## src/hw/rtl/bbsf_pkg.sv

```systemverilog
// Package for the bounded byte stream FIFO core.
// Holds store geometry, field widths, request codes and controller command type.
// No dependencies.
package bbsf_pkg;

   localparam int DEPTH   = 1024;
   localparam int ADDR_W  = (DEPTH > 1) ? $clog2(DEPTH) : 1;
   localparam int COUNT_W = ADDR_W + 1;
   localparam int CAP_W   = 11;
   localparam int LEN_W   = 16;
   localparam int TOTAL_W = 32;
   localparam int WIDE_W  = (COUNT_W > CAP_W) ? COUNT_W : CAP_W;
   localparam int CMP_W   = (COUNT_W > LEN_W) ? COUNT_W : LEN_W;

   localparam logic [CAP_W-1:0] CAPACITY_RESET = CAP_W'(1024);

   localparam logic [1:0] REQ_PUSH  = 2'd0;
   localparam logic [1:0] REQ_POP   = 2'd1;
   localparam logic [1:0] REQ_CLOSE = 2'd2;

   typedef struct packed {
      logic load;   // capture the request word
      logic exec;   // apply the request to the FIFO state
      logic read;   // fetch the front byte from the store
   } cmd_type;

endpackage

```

## src/hw/rtl/bbsf_ctrl.sv

```systemverilog
// Controller state machine for the bounded byte stream FIFO core.
// Sequences load, execute, store read and response; uses bbsf_pkg.
module bbsf_ctrl (
   input  logic              clock,
   input  logic              reset,
   input  logic              req_valid,
   output logic              req_ready,
   output logic              rsp_valid,
   input  logic              rsp_ready,
   output bbsf_pkg::cmd_type cmd
);

   localparam logic [1:0] ST_IDLE = 2'd0;
   localparam logic [1:0] ST_EXEC = 2'd1;
   localparam logic [1:0] ST_READ = 2'd2;
   localparam logic [1:0] ST_RESP = 2'd3;

   logic [1:0] state_ff;
   logic [1:0] state_in;

   always_comb begin
      state_in = state_ff;
      unique case (state_ff)
         ST_IDLE: begin
            if (req_valid) begin
               state_in = ST_EXEC;
            end
         end
         ST_EXEC: state_in = ST_READ;
         ST_READ: state_in = ST_RESP;
         ST_RESP: begin
            if (rsp_ready) begin
               state_in = ST_IDLE;
            end
         end
         default: state_in = ST_IDLE;
      endcase
   end

   always_ff @(posedge clock) begin
      if (reset) begin
         state_ff <= ST_IDLE;
      end else begin
         state_ff <= state_in;
      end
   end

   assign req_ready = (state_ff == ST_IDLE);
   assign rsp_valid = (state_ff == ST_RESP);
   assign cmd.load  = req_valid && (state_ff == ST_IDLE);
   assign cmd.exec  = (state_ff == ST_EXEC);
   assign cmd.read  = (state_ff == ST_READ);

endmodule

```

## config.mk

```make
export PLATFORM = sky130hd
export DESIGN_NAME = bbsf_ctrl
export DESIGN_NICKNAME = d
export VERILOG_FILES = /design/src/hw/rtl/bbsf_pkg.sv /design/src/hw/rtl/bbsf_ctrl.sv
export SDC_FILE = /design/constraint.sdc
export NUM_CORES = 1
export LEC_CHECK = 0
export ABC_AREA = 1
export BUFFER_PORTS_ARGS = -buffer_cell sky130_fd_sc_hd__clkbuf_2
export CAP_MARGIN = 20
export CELL_PAD_IN_SITES_DETAIL_PLACEMENT = 1
export CELL_PAD_IN_SITES_GLOBAL_PLACEMENT = 2
export CORE_AREA = 5 5 42 44
export DETAILED_ROUTE_END_ITERATION = 12
export DIE_AREA = 0 0 47 49
export GPL_TIMING_DRIVEN = 1
export PLACE_DENSITY = 0.59
export SYNTH_ARGS = -nofsm -noshare
export SYNTH_HDL_FRONTEND = slang
export SYNTH_SLANG_ARGS = --single-unit
```

## constraint.sdc

```tcl
create_clock -name clock -period 1.15 [get_ports clock]
set_input_delay 0.1725 -clock clock [delete_from_list [all_inputs] [get_ports clock]]
set_output_delay 0.1725 -clock clock [all_outputs]
set_load 0.1 [all_outputs]
```

==> Yosys cells after proc, flatten, opt, wreduce, memory -nomap -nowiden <==
Index checks and enable logic that the tools add are counted.
{ "op_classes": {"eq_ne": 5, "mux": 3, "n_reduce_logical": 3} }
{ "op_table": {"columns": ["cell", "n"], "rows": [
  ["$pmux W2 S4", 1],
  ["$eq A2 B2 Y1 const B", 2],
  ["$mux W2", 2],
  ["$eq A2 B1 Y1 const B", 1],
  ["$logic_not A2 Y1", 1],
  ["$ne A2 B1 Y1 const B", 1],
  ["$ne A2 B2 Y1 const B", 1],
  ["$reduce_and A2 Y1", 1],
  ["$logic_and A1 B1 Y1", 1]
]} }
{ "totals": {"register_bits": 2, "in_bits": 4, "out_inout_bits": 5, "word_cells": 12} }

==> Depth between registers and ports, before layout <==
Gate-level depths: netlist of run 1.
{ "logic_depth": {"depth_word": 3, "mapped_depth": 6, "mapped_depth_nobuf": 6} }

==> Least setup slack after synthesis of run 1 <==
No wires, ideal clock.
{ "synth_path": {"path_kind": "reg2out", "startpoint": "register state_ff[0]", "endpoint": "output port cmd[2] in the netlist's numbering", "arrival_ns": 1.965, "required_time_ns": 0.978, "setup_slack_ns": -0.987, "path_stages_with_launch": 5, "n_path_buf": 0, "cell_sequence": "dfxtp_1 > inv_1 > ha_1 > nand2_1 > inv_1"} }
{ "synth_rtl": {"columns": ["item", "line_no", "source"], "rows": [
  ["from (decl)", "bbsf_ctrl.sv:18", "logic [1:0] state_ff;"],
  ["from (signal assigned)", "bbsf_ctrl.sv:44", "state_ff <= state_in;"],
  ["to (decl)", "bbsf_ctrl.sv:10", "output bbsf_pkg::cmd_type cmd"]
]} }

==> results_dict.tcl, run 1 <==
set metrics [dict create \
    status "complete, but fails checks" \
    violations "negative setup slack" \
    skew_ps 1.47 \
    drt_pass1_iterations 1 \
    dp_cells 49 \
    clockRootBuffer "clkbuf_4" \
    final_util 0.327 \
    post-synth-top-count-cell "inv_1" \
    worstPathArrival_ps 1090 \
    hold_path_class "in -> reg" \
    place_hpwl_microns 386 \
    ant_nets 0 \
    ios 9 \
    die_height_microns 49 \
    drt_wl_total_microns 563 \
    period_needed_ps 1260 \
    numCtsBuffers 3 \
    port_buffers 8 \
    synth_ff_type "dfxtp_1" \
    max_clock_freq_mhz 791 \
    cts_hold_buf 0 \
    dieWidth_microns 47 \
    coreArea_sq_um 1400 \
    synth_edf_count 0 \
    cts_tree "done" \
    layout-drive-gt1-share 0.762 \
    vias 210 \
    ys_top_cells_by_count "inv_1 (7), nand2_1 (5), ha_1 (4), nor2_1 (3)" \
    fin_ws_ps -114 \
    syn_inst 25 \
    synthToLayoutAreaGrowth_pct 165 \
    top_regs "state_ff: 2 flops" \
    setup_tns_ps -479 \
    synth_area_leaders "ha_1 (29%), dfxtp_1 (23%), inv_1 (15%), nand2_1 (11%), nor2_1 (6.5%)" \
    nets 52 \
    yosysTopAreaCellShare 0.290 \
    die_area_sq_um 2300 \
    drt-initial-drc-count 0 \
    maxSlewViolCount 0 \
    synth_area_sq_um 173 \
    synthArstFlopShare 0 \
    grt_overflow_total 0 \
    yosys.area.top_type "ha_1" \
    setup.worst_path.class "reg -> out" \
    ys_warn_count 0 \
    syn_avg_cell_area_sq_um 6.91 \
    maxCapViolCount 0 \
    synth_cell_type_count 8 \
    required_ps 980 \
    crit_path_max_fanout 3 \
    ys_seq_area_frac 0.232 \
    critPathCaptureType "output port" \
    vias_per_cell 3.62 \
    insertedDiodeCount 0 \
    nFillCells 174 \
    insertion_delay_ps 220 \
    h-tree-depth 1 \
    tightestPinTransition_ps 116 \
    grt_max_degree 5 \
    antenna_found_initial 0 \
    cts_max_path_buffers 2 \
    clock_sinks 2 \
    finalCritPeriodShare 1.10 \
    fin_cells 58 \
    syn_nets 33 \
    grt_pass1_vias 239 \
    drc 0 \
    setup_viol 6 \
    grtUsageTotal 0.0569 \
    top_register "state_ff" \
    initial_core_util 0.123 \
    wire_per_inst_microns 9.71 \
    largest_register_ffs 2 \
    report.final.hold_viol_count 0 \
    grt_pass1_wl_microns 897 \
    cp-start-kind "register" \
    num_rows 14 \
    path_clk_slew_ps 30 \
    gp_congestion 0.665 \
    rsz0062_at_grt "yes" \
    ys_seq_elements 2 \
    slew_headroom 0.922 \
]
-- what timing repair did --
action,in CTS,in global routing
pin swaps,3,2
setup buffers,5,1
setup endpoints to repair,4,7
gates resized for setup,4,4
-- cell type report --
class	instances	area, sq um	share of cell area
inverters	7	35.0	0.0765
clock buffers	3	22.5	0.0492
repair buffers	14	164	0.358
multi-input cells	16	169	0.369
flip-flops and latches	2	47.5	0.104
well taps	16	20.0	0.0437
-- path summary, 6_finish.rpt --
check	from	end	slack [ps]	depth (start not counted)
min	reset	state_ff[1]	190	4
max	state_ff[1]	cmd[2]	-110	5
min reg2reg	state_ff[0]	state_ff[0]	620	3
max reg2reg	state_ff[1]	state_ff[1]	-20	8
-- layer usage --
metal	track usage	routed length, microns	up-vias
li1	-	-	107
met1	0.0480	189	98
met2	0.0928	336	5
met3	0.0111	37	0
met4	0.0691	0	0
met5	0	0	-
-- per-stage QoR --
| step | worst slack, ps | hold slack (ps) | area (sq um) |
|---|---|---|---|
| after detailed placement | 33.7 | 422 | 354 |
| after floorplan | -220 | 318 | 219 |
| final | -114 | 189 | 458 |
| after global placement | 54.8 | 423 | 354 |
| after global routing | -142 | 212 | 458 |
| after CTS | -125 | 181 | 437 |
-- placed cells by master, fill, tap and decap left out --
master,Yosys,final
dfxtp_4,0,2
buf_12,0,5
nand2_4,0,2
nand2_1,5,3
clkbuf_4,0,3
inv_1,7,4
clkinvlp_4,0,1
nand3_2,1,1
ha_2,0,1
ha_4,0,3
inv_4,0,2
buf_6,0,1
clkbuf_2,0,3
a21oi_2,0,2
buf_4,0,5
nand2_2,1,1
nor2_1,3,3
-- cells by family (layout without fill, tap and decap cells) --
kind of cell,count (synthesis),in the layout,share of synthesized area
flip-flops,2,2,0.232
buffers and inverters,7,24,0.152
AO/OA/AOI/OAI,2,2,0.0580
adder cells (fa/ha/maj),4,4,0.290
AND/OR/NAND/NOR,10,10,0.268
-- worst max-delay path, stage by stage (launching register included) --
cell,delay [ps]
dfxtp_4,350
inv_4,40
ha_4,160
nand2_4,60
clkinvlp_4,90
buf_12,170
Power of run 1 is not shown: default switching activity piles up to over one toggle a cycle in this logic, so the estimate is an artifact.
==> run 2: changes to the inputs <==
- SETUP_SLACK_MARGIN: not set -> 0.15
- clock period: 1.15 -> 1.5 ns (I/O delays scaled with it)
==> results_dict.tcl, run 2 (same netlist as run 1, synthesis figures left out) <==
set metrics [dict create \
    status "completed" \
    drt-initial-drc-count 0 \
    drt_pass1_iterations 1 \
    synthToLayoutAreaGrowth_pct 127 \
    setup_viol 0 \
    insertion_delay_ps 220 \
    drt_wl_total_microns 496 \
    finalCritPeriodShare 0.872 \
    insertedDiodeCount 0 \
    skew_ps 0.512 \
    numCtsBuffers 3 \
    nets 50 \
    largest_register_ffs 2 \
    reg2reg_from "state_ff[1]" \
    grtUsageTotal 0.0541 \
    report.final.hold_viol_count 0 \
    critPathCaptureType "output port" \
    die_area_sq_um 2300 \
    top_regs "state_ff: 2 flops" \
    mostFrequentLayoutCell "buf_12" \
    grt_pass1_vias 245 \
    met2_length_microns 283 \
    clock_sinks 2 \
    worstPathArrival_ps 1080 \
    grt_overflow_total 0 \
    required_ps 1270 \
    min_from "reset" \
    drc 0 \
    crit_path_end "cmd[2]" \
    wl_met3_microns 44 \
    rsz0062_at_grt "yes" \
    rr_worst_depth 5 \
    initial_core_util 0.123 \
    cp-start-kind "register" \
    port_buffers 8 \
    layout-drive-gt1-share 0.650 \
    vias 206 \
    startpoint "state_ff[1]" \
    setup_tns_ps 0 \
    rrSetupSlack_ps 390 \
    h-tree-depth 1 \
    ant_nets 0 \
    final_cell_mix "buf_12 (5), inv_1 (4), nand2_1 (4), buf_4 (4)" \
    crit_path_max_fanout 3 \
    cts_tree "done" \
    maxCapViolCount 0 \
    tightestPinTransition_ps 150 \
    vias_per_cell 3.68 \
    top_register "state_ff" \
    cts_max_path_buffers 2 \
    setup.worst_path.class "reg -> out" \
    highest_layer "met3" \
    drt-met1-wl_microns 168 \
    place_hpwl_microns 391 \
    wire_per_inst_microns 8.86 \
    slew_headroom 0.900 \
    grt_max_degree 5 \
    antenna_found_initial 0 \
    coreArea_sq_um 1400 \
    clockRootBuffer "clkbuf_4" \
    maxSlewViolCount 0 \
    gp_congestion 0.696 \
    path_clk_slew_ps 30 \
    period_needed_ps 1310 \
    r2r_end "state_ff[0]" \
    hold_path_class "in -> reg" \
    die_height_microns 49 \
    grt_pass1_wl_microns 876 \
    ios 9 \
    dieWidth_microns 47 \
    num_rows 14 \
    max_clock_freq_mhz 765 \
]
[run 2: cell count changes in the layout (fill, tap and decap cells not counted), sizes merged]
cell / delta
buf: -2
[run 2: final cells by class]
class | count | area (sq um)
Fill cell | 175 | 1010
Timing Repair Buffer | 12 | 145
Multi-Input combinational cell | 16 | 131
Clock buffer | 3 | 22.5
Inverter | 7 | 30.0
Sequential cell | 2 | 42.5
Tap cell | 16 | 20.0
[run 2: timing repair]
| item | in CTS | in global routing |
|---|---|---|
| resized for setup | 1 | 0 |
| endpoints found under the setup margin | 1 | 1 |
| pin swaps | 1 | 2 |
| buffers inserted | 4 | 0 |
| hold buffers | 0 | 0 |
[run 2: critical path: stages, from the launching register on]
cell and delay [ps]:
dfxtp_2 330, inv_2 50, ha_4 170, nand2_4 60
clkinvlp_4 80, buf_12 170
[run 2: through the flow]
stage	util	setup WS, ps	std cells	area (sq um)	hold WS [ps]
floorplan	-	89.4	25	199	373
global placement	0.238	357	49	334	469
detailed placement	0.238	329	49	334	479
CTS	0.279	173	56	392	239
global route	0.279	140	56	392	280
finish	0.279	192	56	392	245
[run 2: worst min-delay path by stage]
stage,endpoint,slack [ps],cells after the start
finish,state_ff[1],240,4
global route,state_ff[1],280,4
CTS,state_ff[1],240,4
detailed placement,state_ff[1],480,4
global placement,state_ff[1],470,4
floorplan,state_ff[1],370,3
[run 2: per-layer routing]
layer  up-vias  GRT usage
li1        106          -
met1        93     0.0481
met2         7     0.0905
met3         0     0.0111
met4         0     0.0553
met5         -          0
Power of run 2 is left out for the same reason.
==> run 3: changes to the inputs <==
- ABC_AREA: 1 -> 0
- PLACE_DENSITY: 0.59 -> 0.54
==> results_dict.tcl, run 3 <==
set metrics [dict create \
    nFillCells 168 \
    drt-initial-drc-count 0 \
    path_clk_slew_ps 30 \
    tightestPinTransition_ps 236 \
    rr_worst_depth 4 \
    holdPathEnd "state_ff[0]" \
    syn_nets 26 \
    cts_tree "done" \
    ant_nets 0 \
    startpoint "state_ff[0]" \
    final_cell_mix "buf_12 (5), ha_4 (3), clkbuf_4 (3), clkbuf_2 (3)" \
    synth_edf_count 0 \
    synth_area_sq_um 164 \
    die_height_microns 49 \
    synth-simple-area-share 0.206 \
    gp_congestion 0.693 \
    syn_inst 18 \
    report.final.hold_viol_count 0 \
    required_ps 1270 \
    crit_path_max_fanout 4 \
    nets 40 \
    period_needed_ps 1330 \
    crit_chain "inv_4 -> ha_4 -> and2_4 -> buf_12" \
    clockRootBuffer "clkbuf_4" \
    top_regs "state_ff: 2 flops" \
    r2r_end "state_ff[0]" \
    maxCapViolCount 0 \
    rrSetupSlack_ps 300 \
    vias_per_cell 3.52 \
    drc 0 \
    largest_register_ffs 2 \
    coreArea_sq_um 1400 \
    synth_cell_type_count 10 \
    synthArstFlopShare 0 \
    initial_core_util 0.117 \
    slew_headroom 0.842 \
    fin_area_sq_um 384 \
    setup_viol 0 \
    mostFrequentLayoutCell "buf_12" \
    synth_compound_area_frac 0.0916 \
    grt_pass1_wl_microns 662 \
    yosysTopAreaCellShare 0.305 \
    synthAdderAreaFrac 0.305 \
    cts_max_path_buffers 2 \
    critPathCaptureType "output port" \
    vias 162 \
    synth-xor-area-share 0 \
    path_delay_family "flip-flops" \
    min_delay_path_depth 3 \
    num_rows 14 \
    path_buf_inv 2 \
    cp-start-kind "register" \
    status "completed" \
    insertedDiodeCount 0 \
    clock_sinks 2 \
    finalCritPeriodShare 0.890 \
    synthToLayoutAreaGrowth_pct 134 \
    ios 9 \
    top_register "state_ff" \
    max_clock_freq_mhz 749 \
    hold_path_class "in -> reg" \
    ys_seq_area_frac 0.244 \
    antenna_found_initial 0 \
    synth_area_leaders "ha_1 (31%), dfxtp_1 (24%), inv_1 (9.2%), nor2b_4 (8.4%), mux2i_1 (6.1%)" \
    drt_pass1_iterations 1 \
    maxSlewViolCount 0 \
    layout-drive-gt1-share 0.733 \
    drt_wl_total_microns 432 \
    ys_warn_count 0 \
    syn_avg_cell_area_sq_um 9.11 \
    grtUsageTotal 0.0429 \
    setup.worst_path.class "reg -> out" \
    muxShareOfSynthArea 0.0611 \
    ys_seq_elements 2 \
    reg2reg_from "state_ff[1]" \
    numCtsBuffers 3 \
    cpPeakStageDelay_ps 360 \
    placed_area_sq_um 344 \
    h-tree-depth 1 \
    worstPathArrival_ps 1110 \
    min_from "reset" \
    insertion_delay_ps 220 \
    wire_per_inst_microns 9.39 \
    yosys.area.top_type "ha_1" \
    dieWidth_microns 47 \
    synth_top_family_by_area "adder cells" \
    setup_tns_ps 0 \
    die_area_sq_um 2300 \
    skew_ps 1.40 \
    grt_overflow_total 0 \
    slowest_stage "dfxtp_4" \
    synth_ff_type "dfxtp_1" \
    grt_pass1_vias 167 \
    rsz0062_at_grt "yes" \
    grt_max_degree 5 \
    port_buffers 8 \
    ys_top_cells_by_count "ha_1 (4), inv_1 (4), dfxtp_1 (2), nand2_1 (2)" \
]
-- run 3: cell types whose count changed in the layout (fill, tap and decap cells not counted), moves of 2 or more --
cell / before / now
dfxtp_2: 2 / 0
inv_2: 2 / 0
ha_4: 1 / 3
nor2_1: 3 / 0
inv_1: 4 / 2
dfxtp_4: 0 / 2
buf_4: 4 / 1
nand2_1: 4 / 2
inv_4: 0 / 2
-- run 3: logic make-up after synthesis --
family | count (synthesis)
DFF | 2
muxes | 1
AOI/OAI and AO/OA | 2
adders and majority gates | 4
buffers and inverters | 4
and+or+nand+nor | 5
-- run 3: cell type report --
class                           instances  area, sq um  share of cell area
Sequential cell                         2         47.5               0.124
Inverter                                4         20.0              0.0521
Multi-Input combinational cell         12          151               0.394
Tap cell                               16         20.0              0.0521
Clock buffer                            3         22.5              0.0586
Timing Repair Buffer                    9          123               0.319
-- run 3: stage by stage --
stage	worst slack (ps)	hold slack (ps)	cells	utilization
after global routing	124	299	46	0.274
final	165	284	46	0.274
after CTS	151	271	46	0.272
after global placement	259	500	42	0.246
after floorplan	114	398	18	-
after detailed placement	261	516	42	0.246
-- run 3: worst max path at each step --
stage	to	slack [ps]	cells after the start
2_1_floorplan	cmd[2]	110	3
3_3_place_gp	state_ff[0]	260	4
3_5_place_dp	state_ff[0]	260	4
4_1_cts	cmd[2]	150	4
5_1_grt	cmd[2]	120	4
6_report	cmd[2]	170	4
-- run 3: worst register-to-register path: cells and delay by family, from the launching register on --
family | cells | cell delay [ps]
AND/OR/NAND/NOR | 2 | 420
AO/OA/AOI/OAI | 1 | 130
flip-flops | 1 | 360
adder cells (fa/ha/maj) | 1 | 170
-- run 3: what timing repair did --
item / 4_1_cts / 5_1_grt
resized for setup: 3 / 1
buffers inserted: 1 / 0
endpoints found under the setup margin: 1 / 2
gates cloned: 0 / 0
pin swaps: 1 / 0
hold buffers: 0 / 0
-- run 3: per-layer routing --
layer	track usage	routed length, microns	part of all wire
met1	0.0415	160	0.37
met2	0.0611	211	0.49
met3	0.0332	60	0.14
met4	0.0276	0	0
met5	0	0	0
Power of run 3 is left out for the same reason.
